**config.mk**
```make
export PLATFORM = sky130hd
export DESIGN_NAME = sprite_row_blitter_with_clipping
export DESIGN_NICKNAME = d
export VERILOG_FILES = /design/src/hdl/spr_pkg.sv /design/src/hdl/spr_alu.sv /design/src/hdl/sprite_row_blitter_with_clipping.sv
export SDC_FILE = /design/constraint.sdc
export NUM_CORES = 1
export LEC_CHECK = 0
export ABC_AREA = 1
export BUFFER_PORTS_ARGS = -buffer_cell sky130_fd_sc_hd__buf_2
export CAP_MARGIN = 30
export CORE_ASPECT_RATIO = 1.75
export CORE_UTILIZATION = 50
export DETAILED_ROUTE_END_ITERATION = 16
export PLACE_DENSITY_LB_ADDON = 0.2
export SETUP_SLACK_MARGIN = 0.2
export SLEW_MARGIN = 10
export SYNTH_ARGS = -nofsm -noshare
export SYNTH_HDL_FRONTEND = slang
export SYNTH_SLANG_ARGS = --single-unit
```
**constraint.sdc**
```tcl
create_clock -name clk -period 3.95 [get_ports clk]
set_clock_uncertainty 0.2 [all_clocks]
set_input_delay 0.9875 -clock clk [delete_from_list [all_inputs] [get_ports clk]]
set_output_delay 0.9875 -clock clk [all_outputs]
set_load 0.02 [all_outputs]
```
**src/hdl/spr_pkg.sv**
```systemverilog
// shared types and constants for the sprite row blitter
package spr_pkg;

    // fixed field widths
    localparam int MaskBits = 16;
    localparam int RegW     = 11;
    localparam int AddrW    = 20;
    localparam int ColW     = 4;
    localparam int StepW    = 4;

    // configuration register indexes
    localparam logic CfgFrameWidth  = 1'b0;
    localparam logic CfgFrameHeight = 1'b1;

    // last shift-add step of the row stride multiply
    localparam logic [StepW-1:0] LastMulStep = StepW'(RegW - 1);

    // one sprite row command
    typedef struct packed {
        logic [9:0]  anchor_x;
        logic [9:0]  anchor_y;
        logic [3:0]  row_index;
        logic [15:0] row_bits;
        logic [4:0]  sprite_width;
        logic [4:0]  sprite_height;
        logic [31:0] draw_color;
    } in_t;

    // one framebuffer write
    typedef struct packed {
        logic [19:0] write_address;
        logic [31:0] write_color;
        logic        last_write;
    } out_t;

    // sequencer states
    typedef enum logic [1:0] {
        ST_IDLE,
        ST_MUL,
        ST_ADDX,
        ST_EMIT
    } state_t;

    // shared adder operations
    typedef enum logic {
        ALU_MAC,
        ALU_ADD
    } alu_op_t;

endpackage

```
**src/hdl/spr_alu.sv**
```systemverilog
// shared address adder: shift-accumulate step or plain add
module spr_alu (
    input  spr_pkg::alu_op_t                op,
    input  logic [spr_pkg::AddrW-1:0]       a,
    input  logic [spr_pkg::AddrW-1:0]       b,
    output logic [spr_pkg::AddrW-1:0]       sum
);

    logic [spr_pkg::AddrW-1:0] a_op;

    // operand shift for the multiply step
    always_comb
    begin
        unique case (op)
            spr_pkg::ALU_MAC: a_op = {a[spr_pkg::AddrW-2:0], 1'b0};
            spr_pkg::ALU_ADD: a_op = a;
            default:          a_op = a;
        endcase
    end

    // single adder, result wraps to address width
    assign sum = a_op + b;

endmodule

```
**src/hdl/sprite_row_blitter_with_clipping.sv**
```systemverilog
// top level of the sprite row blitter with clipping
//
// channel  direction  signals                      transfer
// item     in         start, busy, item            start high and busy low at a clock edge
// result   out        result_valid, result         one cycle per write, strobe high
// config   in         cfg_we, cfg_index, cfg_data  cfg_we high at a clock edge
//
// a row runs the stride multiply as eleven shift-add steps on the shared
// adder, one more step adds the anchor column, then one column per cycle
// up to the last visible pixel, at most 16 columns per row.
// a row with no visible pixel is dropped at the transfer and the block stays idle.
// reset restores frame width 224 and height 256; results cannot be stalled.
module sprite_row_blitter_with_clipping #(
    parameter int MAX_SPRITE_WIDTH  = 16,
    parameter int MAX_SPRITE_HEIGHT = 16
) (
    input  logic                       clk,
    input  logic                       rst_n,
    input  logic                       start,
    output logic                       busy,
    input  spr_pkg::in_t               item,
    output logic                       result_valid,
    output spr_pkg::out_t              result,
    input  logic                       cfg_we,
    input  logic                       cfg_index,
    input  logic [spr_pkg::RegW-1:0]   cfg_data
);

    localparam int ColCap = (MAX_SPRITE_WIDTH < spr_pkg::MaskBits) ?
                            MAX_SPRITE_WIDTH : spr_pkg::MaskBits;

    spr_pkg::state_t               state_reg, state_next;
    logic [spr_pkg::RegW-1:0]      fw_reg, fh_reg;
    logic [spr_pkg::AddrW-1:0]     acc_reg, acc_next;
    logic [spr_pkg::RegW-1:0]      row_reg, row_next;
    logic [spr_pkg::StepW-1:0]     step_reg, step_next;
    logic [spr_pkg::MaskBits-1:0]  mask_reg, mask_next;
    logic [spr_pkg::ColW-1:0]      col_reg, col_next;
    logic [9:0]                    ax_reg, ax_next;
    logic [31:0]                   color_reg, color_next;
    logic                          res_valid_reg, res_valid_next;
    spr_pkg::out_t                 res_reg, res_next;

    logic [4:0]                    cols;
    logic [4:0]                    sh_clamp;
    logic                          row_ok;
    logic [spr_pkg::RegW-1:0]      screen_row;
    logic                          vis_ok;
    logic [spr_pkg::MaskBits-1:0]  mask_in;
    logic                          accept;

    spr_pkg::alu_op_t              alu_op;
    logic [spr_pkg::AddrW-1:0]     alu_a, alu_b, alu_sum;

    spr_alu u_alu (
        .op  (alu_op),
        .a   (alu_a),
        .b   (alu_b),
        .sum (alu_sum)
    );

    assign busy   = (state_reg != spr_pkg::ST_IDLE);
    assign accept = start && !busy;

    // clamp sprite size and find the flipped screen row
    always_comb
    begin
        cols     = (item.sprite_width > 5'(ColCap)) ? 5'(ColCap) : item.sprite_width;
        sh_clamp = (7'(item.sprite_height) > 7'(MAX_SPRITE_HEIGHT)) ?
                   5'(MAX_SPRITE_HEIGHT) : item.sprite_height;
        row_ok     = (5'(item.row_index) < sh_clamp);
        screen_row = spr_pkg::RegW'(item.anchor_y) + spr_pkg::RegW'(sh_clamp)
                   - spr_pkg::RegW'(1) - spr_pkg::RegW'(item.row_index);
        vis_ok     = row_ok && (screen_row < fh_reg);
    end

    // per-column visibility, each column on its own
    always_comb
    begin
        for (int c = 0; c < spr_pkg::MaskBits; c++)
        begin
            mask_in[c] = item.row_bits[c] && (5'(c) < cols)
                      && ((spr_pkg::RegW'(item.anchor_x) + spr_pkg::RegW'(c)) < fw_reg);
        end
    end

    // configuration registers
    always_ff @(posedge clk or negedge rst_n)
    begin
        if (!rst_n)
        begin
            fw_reg <= spr_pkg::RegW'(224);
            fh_reg <= spr_pkg::RegW'(256);
        end
        else if (cfg_we)
        begin
            unique case (cfg_index)
                spr_pkg::CfgFrameWidth:  fw_reg <= cfg_data;
                spr_pkg::CfgFrameHeight: fh_reg <= cfg_data;
                default:                 fw_reg <= fw_reg;
            endcase
        end
    end

    // control registers
    always_ff @(posedge clk or negedge rst_n)
    begin
        if (!rst_n)
        begin
            state_reg     <= spr_pkg::ST_IDLE;
            res_valid_reg <= 1'b0;
        end
        else
        begin
            state_reg     <= state_next;
            res_valid_reg <= res_valid_next;
        end
    end

    // datapath registers
    always_ff @(posedge clk)
    begin
        acc_reg   <= acc_next;
        row_reg   <= row_next;
        step_reg  <= step_next;
        mask_reg  <= mask_next;
        col_reg   <= col_next;
        ax_reg    <= ax_next;
        color_reg <= color_next;
        res_reg   <= res_next;
    end

    // sequencer
    always_comb
    begin
        state_next     = state_reg;
        acc_next       = acc_reg;
        row_next       = row_reg;
        step_next      = step_reg;
        mask_next      = mask_reg;
        col_next       = col_reg;
        ax_next        = ax_reg;
        color_next     = color_reg;
        res_valid_next = 1'b0;
        res_next       = res_reg;
        alu_op         = spr_pkg::ALU_ADD;
        alu_a          = acc_reg;
        alu_b          = '0;

        unique case (state_reg)
            spr_pkg::ST_IDLE:
            begin
                // latch the row and skip it if nothing can land
                if (accept)
                begin
                    acc_next   = '0;
                    row_next   = screen_row;
                    step_next  = '0;
                    mask_next  = mask_in;
                    col_next   = '0;
                    ax_next    = item.anchor_x;
                    color_next = item.draw_color;
                    if (vis_ok && (mask_in != '0))
                        state_next = spr_pkg::ST_MUL;
                end
            end
            spr_pkg::ST_MUL:
            begin
                // row times width, msb first
                alu_op    = spr_pkg::ALU_MAC;
                alu_b     = row_reg[spr_pkg::RegW-1] ? spr_pkg::AddrW'(fw_reg) : '0;
                acc_next  = alu_sum;
                row_next  = {row_reg[spr_pkg::RegW-2:0], 1'b0};
                step_next = step_reg + 1'b1;
                if (step_reg == spr_pkg::LastMulStep)
                    state_next = spr_pkg::ST_ADDX;
            end
            spr_pkg::ST_ADDX:
            begin
                // add the anchor column to the row base
                alu_b    = spr_pkg::AddrW'(ax_reg);
                acc_next = alu_sum;
                state_next = spr_pkg::ST_EMIT;
            end
            spr_pkg::ST_EMIT:
            begin
                // one column per cycle, write on visible pixels
                alu_b = spr_pkg::AddrW'(col_reg);
                if (mask_reg[0])
                begin
                    res_valid_next         = 1'b1;
                    res_next.write_address = alu_sum;
                    res_next.write_color   = color_reg;
                    res_next.last_write    = (mask_reg[spr_pkg::MaskBits-1:1] == '0);
                end
                mask_next = mask_reg >> 1;
                col_next  = col_reg + 1'b1;
                if (mask_reg[spr_pkg::MaskBits-1:1] == '0)
                    state_next = spr_pkg::ST_IDLE;
            end
            default:
            begin
                state_next = spr_pkg::ST_IDLE;
            end
        endcase
    end

    assign result_valid = res_valid_reg;
    assign result       = res_reg;

endmodule
```
# Yosys cells after proc, flatten, opt, wreduce, memory -nomap -nowiden
# Index checks and enable logic that the tools add are counted.
totals:
  regBits: 175
  output_inout_bits: 55
  input_bits: 98
op_classes:
  magnitude_cmp: 36
  bitwise_logic: 1
  muxes: 22
  n_eq_ne: 8
  reduce_logical: 52
  n_addsub: 21
ops:
  columns: ["op", "count"]
  rows:
  - ["11-bit < comparator", 16]
  - ["10-bit by 4-bit adder with 11-bit output (second input constant)", 8]
  - ["20-bit case mux with 2 select lines", 2]
  - ["10-bit by 3-bit adder with 11-bit output (second input constant)", 4]
  - ["4-bit by 5-bit < comparator with 1-bit output (first input constant)", 8]
  - ["1-bit logical AND", 35]
  - ["11-bit case mux with 3 select lines", 1]
  - ["16-bit case mux with 2 select lines", 1]
  - ["10-bit by 2-bit adder with 11-bit output (second input constant)", 2]
  - ["11-bit two-way mux", 2]
  - ["11-bit case mux with 2 select lines", 1]
  - ["20-bit by 11-bit adder with 20-bit output", 1]
  - ["3-bit by 5-bit < comparator with 1-bit output (first input constant)", 4]
  - ["20-bit two-way mux", 1]
  - ["16-bit two-way mux", 1]
  - ["4-bit case mux with 2 select lines", 2]
  - ["16-bit nonzero test", 1]
  - ["15-bit logical NOT", 1]
  - ["2-bit AND reduction", 7]
  - ["10-bit by 1-bit adder with 11-bit output (second input constant)", 1]
  - ["10-bit by 5-bit adder with 11-bit output", 1]
  - ["10-bit by 11-bit < comparator with 1-bit output", 1]
  - ["11-bit by 1-bit subtractor with 11-bit output (second input constant)", 1]
  - ["11-bit by 4-bit subtractor with 11-bit output", 1]
  - ["other kinds (20)", 37]

# Depth between registers and ports, before layout
# Gate-level depths: netlist of the first run.
depth:
  word_depth: 11
  ltp_mapped: 24

# By module
# Synthesis of the first run repeated with hierarchy kept, for this count alone.
hier_totals:
  hier_cells: 1775
  area_unflattened_um2: 14107.3
by_module_without_submodules:
  columns: ["mod", "area_each_um2", "cells_per_inst", "instances"]
  rows:
  - ["sprite_row_blitter_with_clipping", 12673.4, 1498, 1]
  - ["spr_alu", 1433.9, 277, 1]

# Worst setup path before layout of the first run
# Ideal clock, no wire load.
synth_timing:
  path_type: "input to register"
  startpoint: "input port item[36] in the netlist's numbering"
  endpoint: "register state_reg[1]"
  n_path_buf: 0
  cell_stages: 22
  t_required_ns: 3.633
  arrival_ns: 3.878
  path_slack_ns: -0.245
  path_cell_list: "inv_1 nand2_1 fa_1 inv_1 ha_1 fa_1 nand3_1 nand2_1 nand2_1 o311ai_0 xor2_1 ha_1 nand2_1 nor3_1 nand4_1 o2111ai_1 a21oi_1 o21ai_2 nand2_2 nand2_2 nand2_1 nand2_1"
synth_via:
  elab_chain_cells: 10
  word_cells_on_any_way: 11
synth_lines:
  columns: ["item", "line_no", "source"]
  rows:
  - ["start: declaration", "sprite_row_blitter_with_clipping.sv:21", "input spr_pkg::in_t item,"]
  - ["5-bit greater-than comparator", "sprite_row_blitter_with_clipping.sv:69", "sh_clamp = (7'(item.sprite_height) > 7'(MAX_SPRITE_HEIGHT)) ?"]
  - ["5-bit two-way mux (*)", "sprite_row_blitter_with_clipping.sv:69", null]
  - ["10-bit by 5-bit adder with 11-bit output", "sprite_row_blitter_with_clipping.sv:72", "screen_row = spr_pkg::RegW'(item.anchor_y) + spr_pkg::RegW'(sh_clamp)"]
  - ["11-bit by 1-bit subtractor with 11-bit output", "sprite_row_blitter_with_clipping.sv:73", "- spr_pkg::RegW'(1) - spr_pkg::RegW'(item.row_index);"]
  - ["11-bit by 4-bit subtractor with 11-bit output", "sprite_row_blitter_with_clipping.sv:73", null]
  - ["11-bit < comparator", "sprite_row_blitter_with_clipping.sv:74", "vis_ok = row_ok && (screen_row < fh_reg);"]
  - ["1-bit logical AND (*)", "sprite_row_blitter_with_clipping.sv:74", null]
  - ["1-bit logical AND (*)", "sprite_row_blitter_with_clipping.sv:163", "if (vis_ok && (mask_in != '0))"]
  - ["2-bit inequality test (no line) (*)", null, null]
  - ["4-bit AND reduction (no line) (*)", null, null]
  - ["end signal: assignment", "sprite_row_blitter_with_clipping.sv:110", "state_reg <= spr_pkg::ST_IDLE;"]
  - ["end signal: assignment", "sprite_row_blitter_with_clipping.sv:115", "state_reg <= state_next;"]
  - ["end: declaration", "sprite_row_blitter_with_clipping.sv:32", "spr_pkg::state_t state_reg, state_next;"]
# Every way passes the cells marked *; elsewhere a longest branch is shown, timed or not.
# A chain may end at the register's enable or synchronous reset.

# Worst setup path after layout of the first run
# Ends and elaborated chain as after synthesis.

==> impl_metrics.py, run 1 <==
metrics = {
    "floorplan": {
        "die_area_sq_um": 27690,
        "die_h_microns": 219.4,
        "io_pins": 153,
        "fp.coreArea_sq_um": 26590,
        "die_w_microns": 126.2,
        "rows": 79,
        "floorplan.initialDensity": 0.5078,
    },
    "clocking": {
        "cts_buffers": 17,
        "clk_pin_slew_ns": 0.06,
        "cts_buffer_depth": 2,
        "clkLatencyLatePin_ns": 0.44,
        "cts_tree": "built",
        "cts_root_buffer": "clkbuf_16",
        "clock-sinks": 175,
        "htreeDepth": 4,
    },
    "place": {
        "place_area_sq_um": 15930,
        "placedCellCount": 2242,
        "port_buffers": 152,
        "dp_hpwl_microns": 33600,
        "gp_congestion": 1.067,
    },
    "sta": {
        "hold_viol": 0,
        "slew_headroom": 0.3964,
        "finalCritPeriodShare": 0.9930,
        "finalWorstPathRequiredPeriod_ns": 3.922,
        "slew_viol_final": 0,
        "fmax_mhz": 254.9,
        "holdWs_ns": 0.2184,
        "max_slew.worst_pin.slew_ns": 0.9044,
        "rsz0062_at_grt": "true",
        "finalSetupViolCount": 0,
        "timing.setup.tns_ns": 0,
    },
    "critical_path": {
        "r2r_cells": 14,
        "reg2reg_to": "acc_reg[10]",
        "crit_arrival_ns": 4.05,
        "cp-start-kind": "input port",
        "r2r_slack_ns": 0.50,
        "crit_required_ns": 4.08,
        "crit_fanout": 5,
        "end_kind": "register",
        "crit_type": "input port to register",
        "cpPeakStageDelay_ns": 0.49,
        "r2r-start": "state_reg[1]",
        "cp_slowest_cell": "fa_1",
        "worstPathCellList": "buf_12 > inv_16 > nand2_4 > fa_1 > inv_2 > ha_4 > fa_2 > nand3_2 > nand2_4 > a21oi_2 > o21ai_1 > xor2_1 > inv_1 > ha_4 > nand2_2 > nor2_1 > nand2_1 > o2111ai_2 > a21oi_2 > o21ai_2 > nand2_2 > nand2_2 > nand2_1 > nand2_1",
    },
    "cells_and_area": {
        "postLayoutCellArea_sq_um": 16650,
        "largest_reg_flops": 53,
        "fillers": 2320,
        "post-route-util": 0.6260,
        "nNetsFinal": 2241,
        "finalNonFillerCells": 2279,
        "drive_gt1_frac": 0.2155,
        "syn_to_final_growth_pct": 23.29,
    },
    "min_path": {
        "hold_depth": 0,
        "hold_path.class": "register to register",
        "min_from": "color_reg[2]",
        "whs_endpoint": "result[3]",
    },
    "detailed_routing": {
        "finalWirelength_microns": 41390,
        "vias_per_cell": 5.298,
        "wl_per_cell_microns": 18.16,
        "drtIter0Drc": 609,
        "num_vias": 12080,
        "drc": 0,
        "first_pass_iters": 5,
        "ant_nets": 0,
    },
    "synth": {
        "ys_ff_latch": 175,
        "synth.area.top_cells": "edfxtp_1 (33%), ha_1 (18%), nand2_1 (12%)",
        "synth_top_cell_by_area": "edfxtp_1",
        "mappedNetlistArea_sq_um": 13500,
        "synth_cells": 1625,
        "synth-edff-count": 150,
        "seq_area_frac_synth": 0.3803,
        "synthArstFlopShare": 0.1429,
        "avgSynthCellArea_sq_um": 8.309,
        "ys_types": 47,
        "syn_nets": 1922,
        "ys_warn_count": 0,
        "synth_ff_type": "edfxtp_1",
        "synth_top_area_share": 0.3336,
    },
    "global_routing": {
        "gr-usage-all-layers": 0.3085,
        "grt_pass1_wl_microns": 63030,
        "grt_max_degree": 41,
        "antenna_found_initial": 0,
        "grt_pass1_vias": 11990,
        "overflow": 0,
    },
    "power": {
        "p_per_area_nw_per_um2": 507.4,
        "ir_worst_vdd_v": 0.0004343,
        "p_leak_nw": 8.316,
    },
    "flow_run": {
        "drv_cap": 0,
    },
    "outcome": {
        "status": "completed",
    },
}
==> critical path, delay by kind of cell <==
family,cells,cell delay (ns)
adders and majority gates,4,1.27
AOI/OAI and AO/OA,5,0.59
and+or+nand+nor,10,0.66
xor gates and xnor gates,1,0.22
buffers and inverters,4,0.32
==> cells by family after synthesis <==
kind of cell / count (synthesis) / share of synthesized area
buf+inv: 260 / 0.07386
xor+xnor: 109 / 0.07071
compound gates: 199 / 0.08155
mux: 2 / 0.001483
fa+ha+maj: 199 / 0.1877
simple gates: 681 / 0.2043
flops: 175 / 0.3803
==> repair_timing <==
action                     CTS  global route
setup endpoints to repair    2            11
pin swaps                   14             5
hold buffers                 0             0
buffers inserted             6             1
resized for setup           24            10
==> layout make-up <==
| class | count | area, sq um | share of cell area |
|---|---|---|---|
| antenna | 1 | 2.502 | 0.0001503 |
| clock inverter | 12 | 112.6 | 0.006765 |
| timing repair buffer | 329 | 2167 | 0.1302 |
| tap | 324 | 405.4 | 0.02435 |
| inverter | 231 | 885.9 | 0.05322 |
| multi-input combinational | 1190 | 7512 | 0.4513 |
| sequential | 175 | 5135 | 0.3085 |
| clock buffer | 17 | 425.4 | 0.02556 |
==> synth_stat cells, types with 4 or more instances <==
| library cell | count |
|---|---|
| o21bai_1 | 4 |
| inv_1 | 225 |
| nand3_1 | 65 |
| nor3_1 | 8 |
| inv_2 | 4 |
| xnor2_1 | 11 |
| edfxtp_1 | 150 |
| dfstp_2 | 4 |
| clkbuf_1 | 18 |
| fa_1 | 6 |
| nor4_1 | 4 |
| nand2_2 | 6 |
| nor2_1 | 148 |
| nand2_1 | 425 |
| o21ai_0 | 90 |
| buf_2 | 5 |
| a21o_1 | 11 |
| xor2_1 | 98 |
| nand4_1 | 8 |
| nor2_2 | 5 |
| a21oi_1 | 73 |
| ha_1 | 193 |
| o21ai_2 | 4 |
| a31oi_1 | 5 |
| dfrtp_1 | 21 |
==> stage by stage <==
| stage | setup slack, ns | total power [mW] |
|---|---|---|
| after detailed placement | -0.5961 | 6.853 |
| after CTS | 0.09055 | 8.453 |
| after global routing | -0.1639 | 9.074 |
| final | 0.02761 | 8.446 |
| after floorplan | -0.03035 | 5.618 |
| after global placement | -0.4592 | 6.744 |
==> per-layer routing <==
metal | vias to the layer above | GRT usage | share of wire
met2 | 373 | 0.5768 | 0.52
met1 | 5572 | 0.2893 | 0.35
met5 | - | 0 | 0
li1 | 5952 | - | -
met4 | 0 | 0.2876 | 0.10
met3 | 178 | 0.03706 | 0.035
==> where the power goes <==
group	switching, mW	leakage, nW	internal, mW
registers	0.211	1.72	2.86
logic	2.49	6.34	1.34
clock network	0.684	0.262	0.860
==> layout by cell type (no fill, tap or decap), types with 6 or more instances in the layout <==
master	instances
xor2_1	96
xnor2_1	11
clkbuf_16	17
buf_12	6
buf_4	172
nor2_2	6
nor2_1	147
dfrtp_1	21
nand3_1	64
o21ai_1	6
o21ai_0	84
inv_2	8
nand2_2	10
nand4_1	8
a21o_1	11
ha_1	188
edfxtp_1	150
nand2_1	417
buf_2	151
nor3_1	7
inv_1	218
a21oi_1	70
==> worst max path at each step <==
stage             start      endpoint  slack [ns]  cells past startpoint
3_5_place_dp   item[36]  state_reg[1]       -0.60                     24
5_1_grt        item[36]  state_reg[1]       -0.16                     24
3_3_place_gp   item[36]  state_reg[1]       -0.46                     24
2_1_floorplan  item[36]  state_reg[1]       -0.03                     23
6_report       item[36]  state_reg[1]        0.03                     24
4_1_cts        item[36]  state_reg[1]        0.09                     24
(Power assumes the default switching activity.)
==> run 2: changes to the inputs <==
- MAX_ROUTING_LAYER: not set -> met4
==> run 2 against run 1 <==
Compared with the run above: combinational power decreased by 2%; setup slack improved by 0.078 ns; fmax increased by 2.0%; core utilization decreased by 0.54 points; non-clock buffer count decreased by 18; total power increased by 1.0%; sequential power about the same; critical path type unchanged.
==> impl_metrics.py, run 2 (synthesis gave the netlist of run 1 again) <==
metrics = {
    "global_routing": {
        "antenna_found_initial": 0,
        "grt_max_degree": 35,
        "grt_pass1_vias": 11850,
        "grtUsageMet3": 0.02925,
        "grt_pass1_wl_microns": 60980,
        "busiest_layer": "met2",
        "gr-usage-all-layers": 0.3044,
        "grtUsageMet2": 0.5593,
        "overflow": 0,
        "met1_usage": 0.2811,
    },
    "cells_and_area": {
        "fillers": 2376,
        "final_cell_mix": "nand2_1 (421), inv_1 (221), ha_1 (190)",
        "nNetsFinal": 2223,
        "postLayoutCellArea_sq_um": 16500,
        "largest_reg_flops": 53,
        "syn_to_final_growth_pct": 22.23,
        "drive_gt1_frac": 0.2032,
        "n_antenna_cell": 0,
        "final_common_cell": "nand2_1",
    },
    "clocking": {
        "clkLatencyLatePin_ns": 0.44,
        "cts_buffer_depth": 2,
        "cts_tree": "built",
        "htreeDepth": 4,
        "cts_buffers": 17,
        "cts_root_buffer": "clkbuf_16",
        "cts_hold_buf": 0,
        "clk_pin_slew_ns": 0.07,
        "clock-sinks": 175,
    },
    "sta": {
        "holdWs_ns": 0.2201,
        "timing.setup.tns_ns": 0,
        "max_slew.worst_pin.slew_ns": 0.8505,
        "slew_headroom": 0.4324,
        "finalWorstPathRequiredPeriod_ns": 3.844,
        "finalCritPeriodShare": 0.9733,
        "hold_viol": 0,
        "fmax_mhz": 260.1,
        "slew_viol_final": 0,
        "worst_slack_ns": 0.1055,
        "finalSetupViolCount": 0,
        "rsz0062_at_grt": "true",
    },
    "detailed_routing": {
        "wl_per_cell_microns": 17.42,
        "ant_nets": 0,
        "drc": 0,
        "num_vias": 11840,
        "finalWirelength_microns": 39410,
        "drtIter0Drc": 648,
        "vias_per_cell": 5.231,
        "first_pass_iters": 5,
    },
    "critical_path": {
        "crit_arrival_ns": 3.98,
        "r2r_slack_ns": 0.46,
        "end_kind": "register",
        "r2r-start": "state_reg[1]",
        "crit_type": "input port to register",
        "crit_fanout": 5,
        "cp-start-kind": "input port",
        "crit_required_ns": 4.08,
        "r2r_cells": 18,
        "reg2reg_to": "acc_reg[18]",
    },
    "power": {
        "ir_worst_vdd_v": 0.0003900,
        "p_leak_nw": 8.246,
        "p_per_area_nw_per_um2": 517.0,
        "totalPowerFinal_mw": 8.533,
    },
    "min_path": {
        "min_from": "color_reg[5]",
        "hold_path.class": "register to register",
        "whs_endpoint": "result[6]",
        "hold_depth": 0,
    },
    "place": {
        "gp_congestion": 1.071,
        "place_area_sq_um": 15780,
        "preCtsSetupSlack_ns": -0.5148,
        "port_buffers": 152,
        "dp_hpwl_microns": 32140,
    },
    "floorplan": {
        "die_area_sq_um": 27690,
        "die_h_microns": 219.4,
        "die_w_microns": 126.2,
        "floorplan.initialDensity": 0.5078,
        "rows": 79,
        "fp.coreArea_sq_um": 26590,
        "io_pins": 153,
    },
    "outcome": {
        "status": "completed",
    },
    "flow_run": {
        "drv_cap": 0,
    },
}
==> run 2: repair_timing <==
action                     CTS  global route
setup endpoints to repair    2             5
pin swaps                   15             1
buffers inserted             2             2
resized for setup           14             4
==> run 2: layout make-up <==
type,count,area [sq um],area share
multi-input combinational,1190,7467,0.4525
sequential,175,5135,0.3111
timing repair buffer,311,1993,0.1208
inverter,231,885.9,0.05368
clock buffer,17,425.4,0.02578
tap,324,405.4,0.02456
clock inverter,15,191.4,0.01160
==> run 2: report_power, final <==
group          leakage, nW  internal (mW)  total, mW  switching [mW]
sequential            1.72           2.86       3.06           0.206
clock                0.298          0.914       1.70           0.783
combinational         6.23           1.31       3.77            2.46
==> run 2: how the worst max path moves through the flow <==
stage,cells after the start,startpoint,to
after floorplan,23,item[36],state_reg[1]
after global placement,24,item[36],state_reg[1]
after detailed placement,24,item[36],state_reg[1]
after CTS,24,item[36],state_reg[0]
after global routing,23,item[36],state_reg[1]
final,24,item[36],state_reg[0]
==> run 2: per-stage QoR <==
| step | cells | utilization |
|---|---|---|
| final | 2263 | 0.6207 |
| after global routing | 2263 | 0.6207 |
| after CTS | 2261 | 0.6197 |
| after detailed placement | 2227 | 0.5935 |
| after global placement | 2227 | 0.5935 |
| after floorplan | 1625 | - |
==> run 2: layer usage <==
metal | vias to the layer above | share of wire
met2 | 316 | 0.53
met3 | 140 | 0.033
li1 | 5908 | -
met1 | 5473 | 0.35
met4 | 0 | 0.088
met5 | - | 0
==> run 2: critical path, stage by stage <==
cell       delay (ns)
buf_8            0.11
inv_16           0.05
nand2_4          0.04
fa_1             0.48
inv_2            0.05
ha_4             0.15
fa_2             0.35
nand3_2          0.07
nand2_2          0.08
a21oi_2          0.14
o21ai_1          0.09
xor2_1           0.19
inv_1            0.07
ha_1             0.27
nand2_1          0.09
nor2_1           0.04
nand2_1          0.08
o2111ai_2        0.12
a21oi_2          0.17
o21ai_2          0.08
nand2_2          0.09
nand2_2          0.06
nand2_1          0.06
nand2_1          0.05
